===== src/hw/rtl/colb_pkg.sv =====
`timescale 1ns / 1ps
// ----------------------------------------------------------------------------
// colb_pkg
// Shared types and defaults for the cursor ordered list buffer.
// ----------------------------------------------------------------------------
package colb_pkg;

  localparam int DEF_CAPACITY    = 32;
  localparam int DEF_VALUE_WIDTH = 32;

  localparam int ACTION_W = 3;
  localparam int STATUS_W = 2;

  typedef enum logic [ACTION_W-1:0] {
    ACT_START   = 3'd0,
    ACT_ADVANCE = 3'd1,
    ACT_INSERT  = 3'd2,
    ACT_ATTACH  = 3'd3,
    ACT_REMOVE  = 3'd4,
    ACT_READ    = 3'd5
  } action_t;

  typedef enum logic [STATUS_W-1:0] {
    ST_OK         = 2'd0,
    ST_FULL       = 2'd1,
    ST_NO_CURRENT = 2'd2
  } status_t;

  // per-cell command: keep, take new value, take from lower or upper neighbor
  typedef enum logic [1:0] {
    CELL_HOLD = 2'd0,
    CELL_LOAD = 2'd1,
    CELL_UP   = 2'd2,
    CELL_DOWN = 2'd3
  } cell_op_t;

endpackage


===== src/hw/rtl/cursor_ordered_list_buffer.sv =====
`timescale 1ns / 1ps
// ----------------------------------------------------------------------------
// cursor_ordered_list_buffer
// Ordered list of up to CAPACITY values with a cursor, held in a row of cells.
// ----------------------------------------------------------------------------
// Path: an input beat first updates the cells, then the slot under the cursor is
//   read and registered into the output register once that register is free.
// Pacing: s_tready stays low from a taken beat until its result is captured.
//   A new beat is taken while the previous result waits on the output.
// Reset: rst (sync, active high) empties the list and clears the cursor and
//   both handshakes; slot contents are not cleared and are never read unset.
// ----------------------------------------------------------------------------
module cursor_ordered_list_buffer #(
  parameter int CAPACITY    = colb_pkg::DEF_CAPACITY,
  parameter int VALUE_WIDTH = colb_pkg::DEF_VALUE_WIDTH,
  localparam int CW    = $clog2(CAPACITY + 1),           // count / cursor
  localparam int IN_W  = ((colb_pkg::ACTION_W + VALUE_WIDTH + 7) / 8) * 8,
  localparam int OUT_W = ((colb_pkg::STATUS_W + CW + 1 + VALUE_WIDTH + 7) / 8) * 8
) (
  input  logic             clk,
  input  logic             rst,
  input  logic             s_tvalid,
  output logic             s_tready,
  // [2:0] action, [VALUE_WIDTH+2:3] entry_value, rest zero
  input  logic [IN_W-1:0]  s_tdata,
  output logic             m_tvalid,
  input  logic             m_tready,
  // [1:0] status, [CW+1:2] item_total, [CW+2] has_current,
  // [CW+VALUE_WIDTH+2:CW+3] current_value, rest zero
  output logic [OUT_W-1:0] m_tdata
);

  localparam int IW     = (CAPACITY > 1) ? $clog2(CAPACITY) : 1;
  localparam int ST_LO  = 0;
  localparam int TOT_LO = colb_pkg::STATUS_W;
  localparam int HAS_B  = TOT_LO + CW;
  localparam int VAL_LO = HAS_B + 1;

  // control state
  logic                busy;       // beat taken, result not yet captured
  logic [CW-1:0]       count;
  logic [CW-1:0]       cursor;
  colb_pkg::status_t   status;

  logic [CW-1:0]       count_next;
  logic [CW-1:0]       cursor_next;
  colb_pkg::status_t   status_next;

  logic                s_fire;
  logic                capture;
  colb_pkg::action_t   act;
  logic [VALUE_WIDTH-1:0] in_val;
  logic                cur_valid;
  logic                full;
  logic                ins_en;     // insert or attach that goes ahead
  logic                rem_en;     // remove that goes ahead
  logic [CW-1:0]       pos;        // slot that receives the new value

  logic [VALUE_WIDTH-1:0] cell_q [CAPACITY];
  colb_pkg::cell_op_t     cell_op [CAPACITY];
  logic [OUT_W-1:0]       out_word;
  logic                   has_cur;

  assign s_tready = !busy;
  assign s_fire   = s_tvalid && s_tready;
  assign capture  = busy && (!m_tvalid || m_tready);

  assign act       = colb_pkg::action_t'(s_tdata[colb_pkg::ACTION_W-1:0]);
  assign in_val    = s_tdata[colb_pkg::ACTION_W +: VALUE_WIDTH];
  assign cur_valid = cursor < count;
  assign full      = count == CW'(CAPACITY);

  // list operation decode
  always_comb begin
    count_next  = count;
    cursor_next = cursor;
    status_next = colb_pkg::ST_OK;
    ins_en      = 1'b0;
    rem_en      = 1'b0;
    pos         = '0;
    unique case (act)
      colb_pkg::ACT_START: begin
        cursor_next = '0;
      end
      colb_pkg::ACT_ADVANCE: begin
        cursor_next = cur_valid ? cursor + CW'(1) : count;
      end
      colb_pkg::ACT_INSERT: begin
        if (full) begin
          status_next = colb_pkg::ST_FULL;
        end else begin
          ins_en      = 1'b1;
          pos         = cur_valid ? cursor : '0;
          cursor_next = pos;
          count_next  = count + CW'(1);
        end
      end
      colb_pkg::ACT_ATTACH: begin
        if (full) begin
          status_next = colb_pkg::ST_FULL;
        end else begin
          ins_en      = 1'b1;
          pos         = cur_valid ? cursor + CW'(1) : count;
          cursor_next = pos;
          count_next  = count + CW'(1);
        end
      end
      colb_pkg::ACT_REMOVE: begin
        if (!cur_valid) begin
          status_next = colb_pkg::ST_NO_CURRENT;
        end else begin
          rem_en     = 1'b1;
          count_next = count - CW'(1);
        end
      end
      default: begin
        // read only, and unused codes
      end
    endcase
  end

  // row of cells; each one decides its move from its own index
  for (genvar i = 0; i < CAPACITY; i++) begin : g_cell
    localparam logic [CW-1:0] IDX = CW'(i);
    logic [VALUE_WIDTH-1:0] lower_v;
    logic [VALUE_WIDTH-1:0] upper_v;

    if (i == 0) begin : g_first
      assign lower_v = cell_q[i];
    end else begin : g_mid_lo
      assign lower_v = cell_q[i-1];
    end
    if (i == CAPACITY - 1) begin : g_last
      assign upper_v = cell_q[i];
    end else begin : g_mid_hi
      assign upper_v = cell_q[i+1];
    end

    always_comb begin
      cell_op[i] = colb_pkg::CELL_HOLD;
      if (s_fire && ins_en) begin
        if (IDX > pos)       cell_op[i] = colb_pkg::CELL_UP;
        else if (IDX == pos) cell_op[i] = colb_pkg::CELL_LOAD;
      end else if (s_fire && rem_en) begin
        if (IDX >= cursor)   cell_op[i] = colb_pkg::CELL_DOWN;
      end
    end

    colb_cell #(
      .VALUE_WIDTH(VALUE_WIDTH)
    ) u_cell (
      .clk       (clk),
      .op        (cell_op[i]),
      .load_val  (in_val),
      .lower_val (lower_v),
      .upper_val (upper_v),
      .val       (cell_q[i])
    );
  end

  // result word from the settled cells
  assign has_cur = cursor < count;
  always_comb begin
    out_word = '0;
    out_word[ST_LO +: colb_pkg::STATUS_W] = status;
    out_word[TOT_LO +: CW]                = count;
    out_word[HAS_B]                       = has_cur;
    out_word[VAL_LO +: VALUE_WIDTH]       = has_cur ? cell_q[cursor[IW-1:0]] : '0;
  end

  always_ff @(posedge clk) begin
    if (rst) begin
      busy     <= 1'b0;
      count    <= '0;
      cursor   <= '0;
      m_tvalid <= 1'b0;
    end else begin
      if (s_fire) begin
        busy   <= 1'b1;
        count  <= count_next;
        cursor <= cursor_next;
        status <= status_next;
      end
      if (capture) begin
        busy     <= 1'b0;
        m_tvalid <= 1'b1;
        m_tdata  <= out_word;
      end else if (m_tready) begin
        m_tvalid <= 1'b0;
      end
    end
  end

endmodule


===== src/hw/rtl/colb_cell.sv =====
`timescale 1ns / 1ps
// ----------------------------------------------------------------------------
// colb_cell
// One list slot: holds a value, loads a new one or takes a neighbor's.
// ----------------------------------------------------------------------------
module colb_cell #(
  parameter int VALUE_WIDTH = colb_pkg::DEF_VALUE_WIDTH
) (
  input  logic                   clk,
  input  colb_pkg::cell_op_t     op,
  input  logic [VALUE_WIDTH-1:0] load_val,
  input  logic [VALUE_WIDTH-1:0] lower_val,  // from slot i-1
  input  logic [VALUE_WIDTH-1:0] upper_val,  // from slot i+1
  output logic [VALUE_WIDTH-1:0] val
);

  always_ff @(posedge clk) begin
    unique case (op)
      colb_pkg::CELL_LOAD: val <= load_val;
      colb_pkg::CELL_UP:   val <= lower_val;
      colb_pkg::CELL_DOWN: val <= upper_val;
      default:             val <= val;
    endcase
  end

endmodule


===== config.mk =====
export PLATFORM = sky130hd
export DESIGN_NAME = cursor_ordered_list_buffer
export DESIGN_NICKNAME = d
export VERILOG_FILES = /design/src/hw/rtl/colb_pkg.sv /design/src/hw/rtl/cursor_ordered_list_buffer.sv /design/src/hw/rtl/colb_cell.sv
export SDC_FILE = /design/constraint.sdc
export NUM_CORES = 2
export LEC_CHECK = 0
export BUFFER_PORTS_ARGS = -buffer_cell sky130_fd_sc_hd__buf_2
export CAP_MARGIN = 40
export CORE_MARGIN = 1
export CORE_UTILIZATION = 60
export CTS_CLUSTER_DIAMETER = 80
export DETAILED_ROUTE_END_ITERATION = 12
export HOLD_SLACK_MARGIN = 0.12
export PLACE_DENSITY_LB_ADDON = 0.1
export SYNTH_ARGS = -nofsm -noshare
export SYNTH_HDL_FRONTEND = slang
export SYNTH_SLANG_ARGS = --single-unit

===== constraint.sdc =====
create_clock -name clk -period 10 [get_ports clk]
set_clock_uncertainty 0.1 [all_clocks]
set_input_delay 0.5 -clock clk [delete_from_list [all_inputs] [get_ports clk]]
set_output_delay 0.5 -clock clk [all_outputs]
set_load 0.05 [all_outputs]

Yosys cells after proc, flatten, opt, wreduce, memory -nomap -nowiden
Index checks and enable logic that the tools add are counted.

word-level totals
  input port bits = 44
  output and inout port bits = 50
  bits in registers = 1081

operators by class
  equality and inequality tests = 134
  order comparisons = 66
  add/sub/neg operators = 3
  reduce and logical (&&, ||, !) cells = 50
  bitwise operators = 2
  mux-type cells = 215

operators with widths
  kind                                                               count
  case mux 32 bit (3 select lines)                                   30
  2-to-1 mux 2 bit                                                   129
  binary-select mux 32 bit (select 5 bit)                            1
  case mux 32 bit (2 select lines)                                   2
  equality test 2 bit (second input constant)                        62
  equality test 5 x 6 -> 1 bit (first input constant)                16
  greater-or-equal comparator 5 x 6 -> 1 bit (first input constant)  16
  greater-than comparator 5 x 6 -> 1 bit (first input constant)      16
  nonzero test 3 bit                                                 30
  equality test 2 x 1 -> 1 bit (second input constant)               32
  2-to-1 mux 32 bit                                                  2
  equality test 4 x 6 -> 1 bit (first input constant)                8
  greater-or-equal comparator 4 x 6 -> 1 bit (first input constant)  8
  greater-than comparator 4 x 6 -> 1 bit (first input constant)      8
  2-to-1 mux 6 bit                                                   8
  2-to-1 mux 1 bit                                                   39
  equality test 3 x 6 -> 1 bit (first input constant)                4
  greater-or-equal comparator 3 x 6 -> 1 bit (first input constant)  4
  greater-than comparator 3 x 6 -> 1 bit (first input constant)      4
  case mux 6 bit (2 select lines)                                    2
  case mux 6 bit (4 select lines)                                    1
  adder 6 x 1 -> 6 bit (second input constant)                       2
  equality test 2 x 6 -> 1 bit (first input constant)                2
  greater-or-equal comparator 1 x 6 -> 1 bit (first input constant)  2
  25 further kinds                                                   42

Longest topological paths before layout
  depth in word-level cells = 10
  mapped depth = 15
  mapped depth without buffers = 12

Hierarchy
From an unflattened synthesis, not the netlist that was laid out.

unflattened totals
  cells, all modules = 5461
  area, all modules = 65470.3 sq um

modules (own cells, without submodules)
  module                      area an instance (sq um)  cells an instance  times used
  colb_cell                   1672.9                    140                32
  cursor_ordered_list_buffer  11939.0                   981                1

Least setup slack after synthesis
No wires, ideal clock.

  path kind = reg-to-reg
  start = reg count[4]
  end = reg g_cell[12].u_cell.val[0], enable pin
  path buffers = 4
  setup slack = 3079 ps
  cell stages (with the launch flop) = 15
  clock period less this slack = 6921 ps
  arrival time = 6355 ps
  setup time = 466 ps
  path through = dfxtp_1 -> clkbuf_1 -> inv_1 -> ha_1 -> nand2_1 -> nor2_1 -> a2111oi_2 -> a311oi_1 -> buf_2 -> o211a_1 -> buf_2 -> a2bb2oi_2 -> nand2_1 -> clkbuf_1 -> o21ai_0

between the ends
  word-level cells in the longest chain between the ends = 10
  elaborated cells between the ends (all ways) = 23
  classes of those cells = order compare: 2; eq/ne: 5; mux: 13; reduce/logical: 3

RTL lines
  what                                                                                RTL line                           source
  start, declared                                                                     cursor_ordered_list_buffer.sv:41   logic [CW-1:0] count;
  start signal, assigned                                                              cursor_ordered_list_buffer.sv:180  count <= count_next;
  parallel branches: the longest is 7 deep, another holds less-than comparator 6 bit  n/a
  2-to-1 mux 2 bit (*)                                                                cursor_ordered_list_buffer.sv:141  if (s_fire && ins_en) begin
  equality test 2 x 1 -> 1 bit / equality test 2 bit (equally long branches)          colb_cell.sv:18                    unique case (op)
  nonzero test 3 bit (no line) (*)                                                    n/a
  end signal, assigned                                                                colb_cell.sv:19                    colb_pkg::CELL_LOAD: val <= load_val;
  end signal, assigned                                                                colb_cell.sv:20                    colb_pkg::CELL_UP: val <= lower_val;
  end signal, assigned                                                                colb_cell.sv:21                    colb_pkg::CELL_DOWN: val <= upper_val;
  end, declared                                                                       colb_cell.sv:14                    output logic [VALUE_WIDTH-1:0] val

Every way passes the cells marked *.
A chain may end at the register's enable or synchronous reset.

Worst setup path in the final report
  start = reg count[3]
  end = reg g_cell[12].u_cell.val[13], enable pin

Same word-level chain as after synthesis.

==> impl_metrics.csv <==
group,metric,value,unit
timing,hold_violations,0,
pwr,combPwrFrac,11.7,%
clocking,cts.clk_slew.worst_paths,0.06,ns
pwr,ir_drop,142,µV
finish,drive_above_1_share,18.6,%
routing,drt-initial-drc-count,7776,
pwr,seqPwrFrac,49.2,%
synth,ys_seq_area_share,52.4,%
die,io_pins,94,
synth,yosys_warnings,0,
setup_path,r2r-end,"g_cell[12].u_cell.val[13]",
setup_path,worst_setup_path_end_kind,"register",
clocking,clockRootBuffer,"clkbuf_16",
setup_path,r2r_slack,3.44,ns
die,num_rows,117,
placed_design,gp_congestion,0.914,
setup_path,crit_arrival,6.81,ns
synth,synth_edf_count,1067,
synth,ys_ff_latch,1081,
synth,synth_most_common_cell,"edfxtp_1",
die,die_area,104000,µm²
global_routing,grt_pass1_wl,307000,µm
synth,yosysTopAreaCell,"edfxtp_1",
timing,fmax,152,MHz
setup_path,required,10.25,ns
synth,ys.flop_type,"edfxtp_1",
routing,antenna_left,0,
timing,setup_tns,0,ns
finish,nets,4765,
setup_path,critPathLaunchType,"register",
pwr,p_sw_share,26.0,%
timing,finalCriticalPeriod,6.56,ns
die,die_h,323,µm
pwr,internal_power,8180,µW
hold_path,hold_class,"in -> reg",
finish,area_growth,9.46,%
clocking,postCtsResizedCells,0,
status,status,"finished, final reports clean",
setup_path,crit_end,"g_cell[12].u_cell.val[13]",
global_routing,grt_max_degree,100,
clocking,cts_sinks,1081,
timing,slew_headroom,37.0,%
pwr,p_leak,0.0243,µW
timing,setup_viol,0,
die,die_w,323,µm
routing,routed_wl,210000,µm
synth,synth.cell_area,61600,µm²
routing,wire_per_inst,34.0,µm
timing,tightest_slew,0.946,ns
synth,synthCells,4908,
synth,synth_cell_type_count,85,
synth,synth_top_area_share,52.0,%
routing,drc,0,
pwr,p_per_area,164,nW/µm²
placed_design,post-dp-hpwl,130000,µm
finish,stdcell_count,6177,
synth,synth_area_leaders,"edfxtp_1 (52%), mux4_2 (11%), a221o_1 (6.8%)",
setup_path,rr_worst_depth,15,
timing,fin_crit_sh,65.6,%
setup_path,critPathKind,"reg -> reg",
finish,fillCellCount,7434,
clocking,postCtsSetupBuffers,0,
timing,rsz0062_at_grt,"false",
die,core-area,102000,µm²
setup_path,path_max_fanout,48,
routing,via_per_inst,7.61,
routing,first_pass_iters,6,
setup_path,r2r_start,"count[3]",
pwr,power.share.clock,39.1,%
clocking,htree_levels,3,
clocking,cts_buffers,117,
global_routing,track_usage,40.2,%
die,initial_core_util,60.6,%
synth,synth.avg_cell_area,12.6,µm²
setup_path,crit_start,"count[3]",
clocking,tritoncts,"done",
global_routing,grt_pass1_vias,44100,
routing,num_vias,47000,
clocking,clkLatencyLatePin,0.72,ns
placed_design,io_buffers,81,
pwr,p_switching,2870,µW
global_routing,overflow,0,
timing,drv_slew,0,
clocking,clock_path_buffers,3,
placed_design,dp_cells,5951,
synth,synth_common_cells,"edfxtp_1 (1067), nand2_1 (538), a221o_1 (417)",
synth,async_reset_ff_share,0,%
global_routing,antenna_found_initial,16,
flow_run,maxCapViolations,0,
==> stage by stage <==
step | utilization, % | cell area (µm²) | total power [µW] | hold slack (ns) | setup slack, ns
after floorplan | - | 61700 | 6330 | 0.300 | 3.08
after global placement | 62.3 | 63400 | 6720 | 0.301 | 3.44
after detailed placement | 62.6 | 63700 | 6780 | 0.307 | 3.66
after CTS | 66.3 | 67500 | 11000 | 0.164 | 3.64
after global routing | 66.3 | 67500 | 11300 | 0.220 | 3.39
final | 66.3 | 67500 | 11100 | 0.198 | 3.44
==> critical path: stages, from the launching register on <==
cell	delay [ns]
dfxtp_1	0.69
inv_1	0.14
ha_1	0.35
nand4_1	0.26
o21ai_4	0.45
buf_4	0.64
inv_2	0.43
o211ai_1	0.52
o211a_1	0.23
buf_4	0.43
a2bb2oi_4	0.18
buf_4	0.52
nand2_1	0.12
buf_4	0.32
o21ai_4	0.18
buf_4	0.51
==> cells by family after synthesis <==
family                     synth area share, %
buffers and inverters                     3.82
muxes                                     15.0
other                                  0.00608
adders and majority gates                0.296
xor gates and xnor gates                 0.142
and+or+nand+nor                           9.53
DFF                                       52.4
AOI/OAI and AO/OA                         18.8
==> final cells by class <==
type | count | area, µm² | share of cell area [%]
clock inverters | 71 | 597 | 0.884
repair buffers | 238 | 1830 | 2.71
multi-input cells | 3248 | 27800 | 41.2
flip-flops and latches | 1081 | 32300 | 47.9
clock buffers | 146 | 3100 | 4.59
well taps | 1368 | 1710 | 2.54
inverters | 21 | 78.8 | 0.117
diodes | 4 | 10.0 | 0.0148
==> worst min path at each step <==
stage | start | to | slack [ns] | depth (start not counted)
floorplan | status[0] | m_tdata[0] | 0.30 | 0
global placement | status[1] | m_tdata[1] | 0.30 | 0
detailed placement | status[1] | m_tdata[1] | 0.31 | 0
CTS | s_tdata[1] | status[1] | 0.16 | 4
global route | s_tdata[1] | status[1] | 0.22 | 4
finish | s_tdata[1] | status[1] | 0.20 | 4
==> cell usage in the layout (no fill, tap or decap), types with 135 or more instances in the layout <==
| cell type | netlist | routed |
|---|---|---|
| and3_1 | 139 | 139 |
| mux2i_1 | 174 | 174 |
| a21oi_1 | 187 | 170 |
| a221o_1 | 417 | 417 |
| a22o_1 | 224 | 224 |
| mux4_2 | 296 | 296 |
| edfxtp_1 | 1067 | 1067 |
| and2_1 | 234 | 235 |
| nand2_1 | 538 | 533 |
| a22oi_1 | 196 | 195 |
| nor2_1 | 231 | 211 |
| a21o_1 | 231 | 230 |
| buf_4 | 13 | 135 |
==> state kept, by name, indices dropped and copies added (netlist names) <==
signal             count
g_cell.u_cell.val   1024
m_tdata               41
count                  6
cursor                 6
status                 2
busy                   1
m_tvalid               1
==> power groups by stage <==
stage / registers (µW) / clock network, µW / logic [µW]
after global routing: 5450 / 4490 / 1360
final: 5440 / 4320 / 1290
after detailed placement: 5520 / 0 / 1260
after floorplan: 5480 / 0 / 850
after CTS: 5430 / 4320 / 1260
after global placement: 5520 / 0 / 1210
==> routing by layer <==
metal  part of all wire [%]  wire length [µm]  global-route usage (%)  vias up
met2                     43             91000                    58.7     3874
met3                     15             32100                    12.5      505
met1                     38             78900                    57.1    23400
met5                  0.025                53                       0        -
li1                       -                 -                       -    19200
met4                    3.7              7870                    13.8        8
==> repair_timing <==
action,CTS,global route
setup endpoints to repair,0,0
hold buffers,4,0
hold endpoints to repair,15,0
Power figures use the tool's default switching activity.
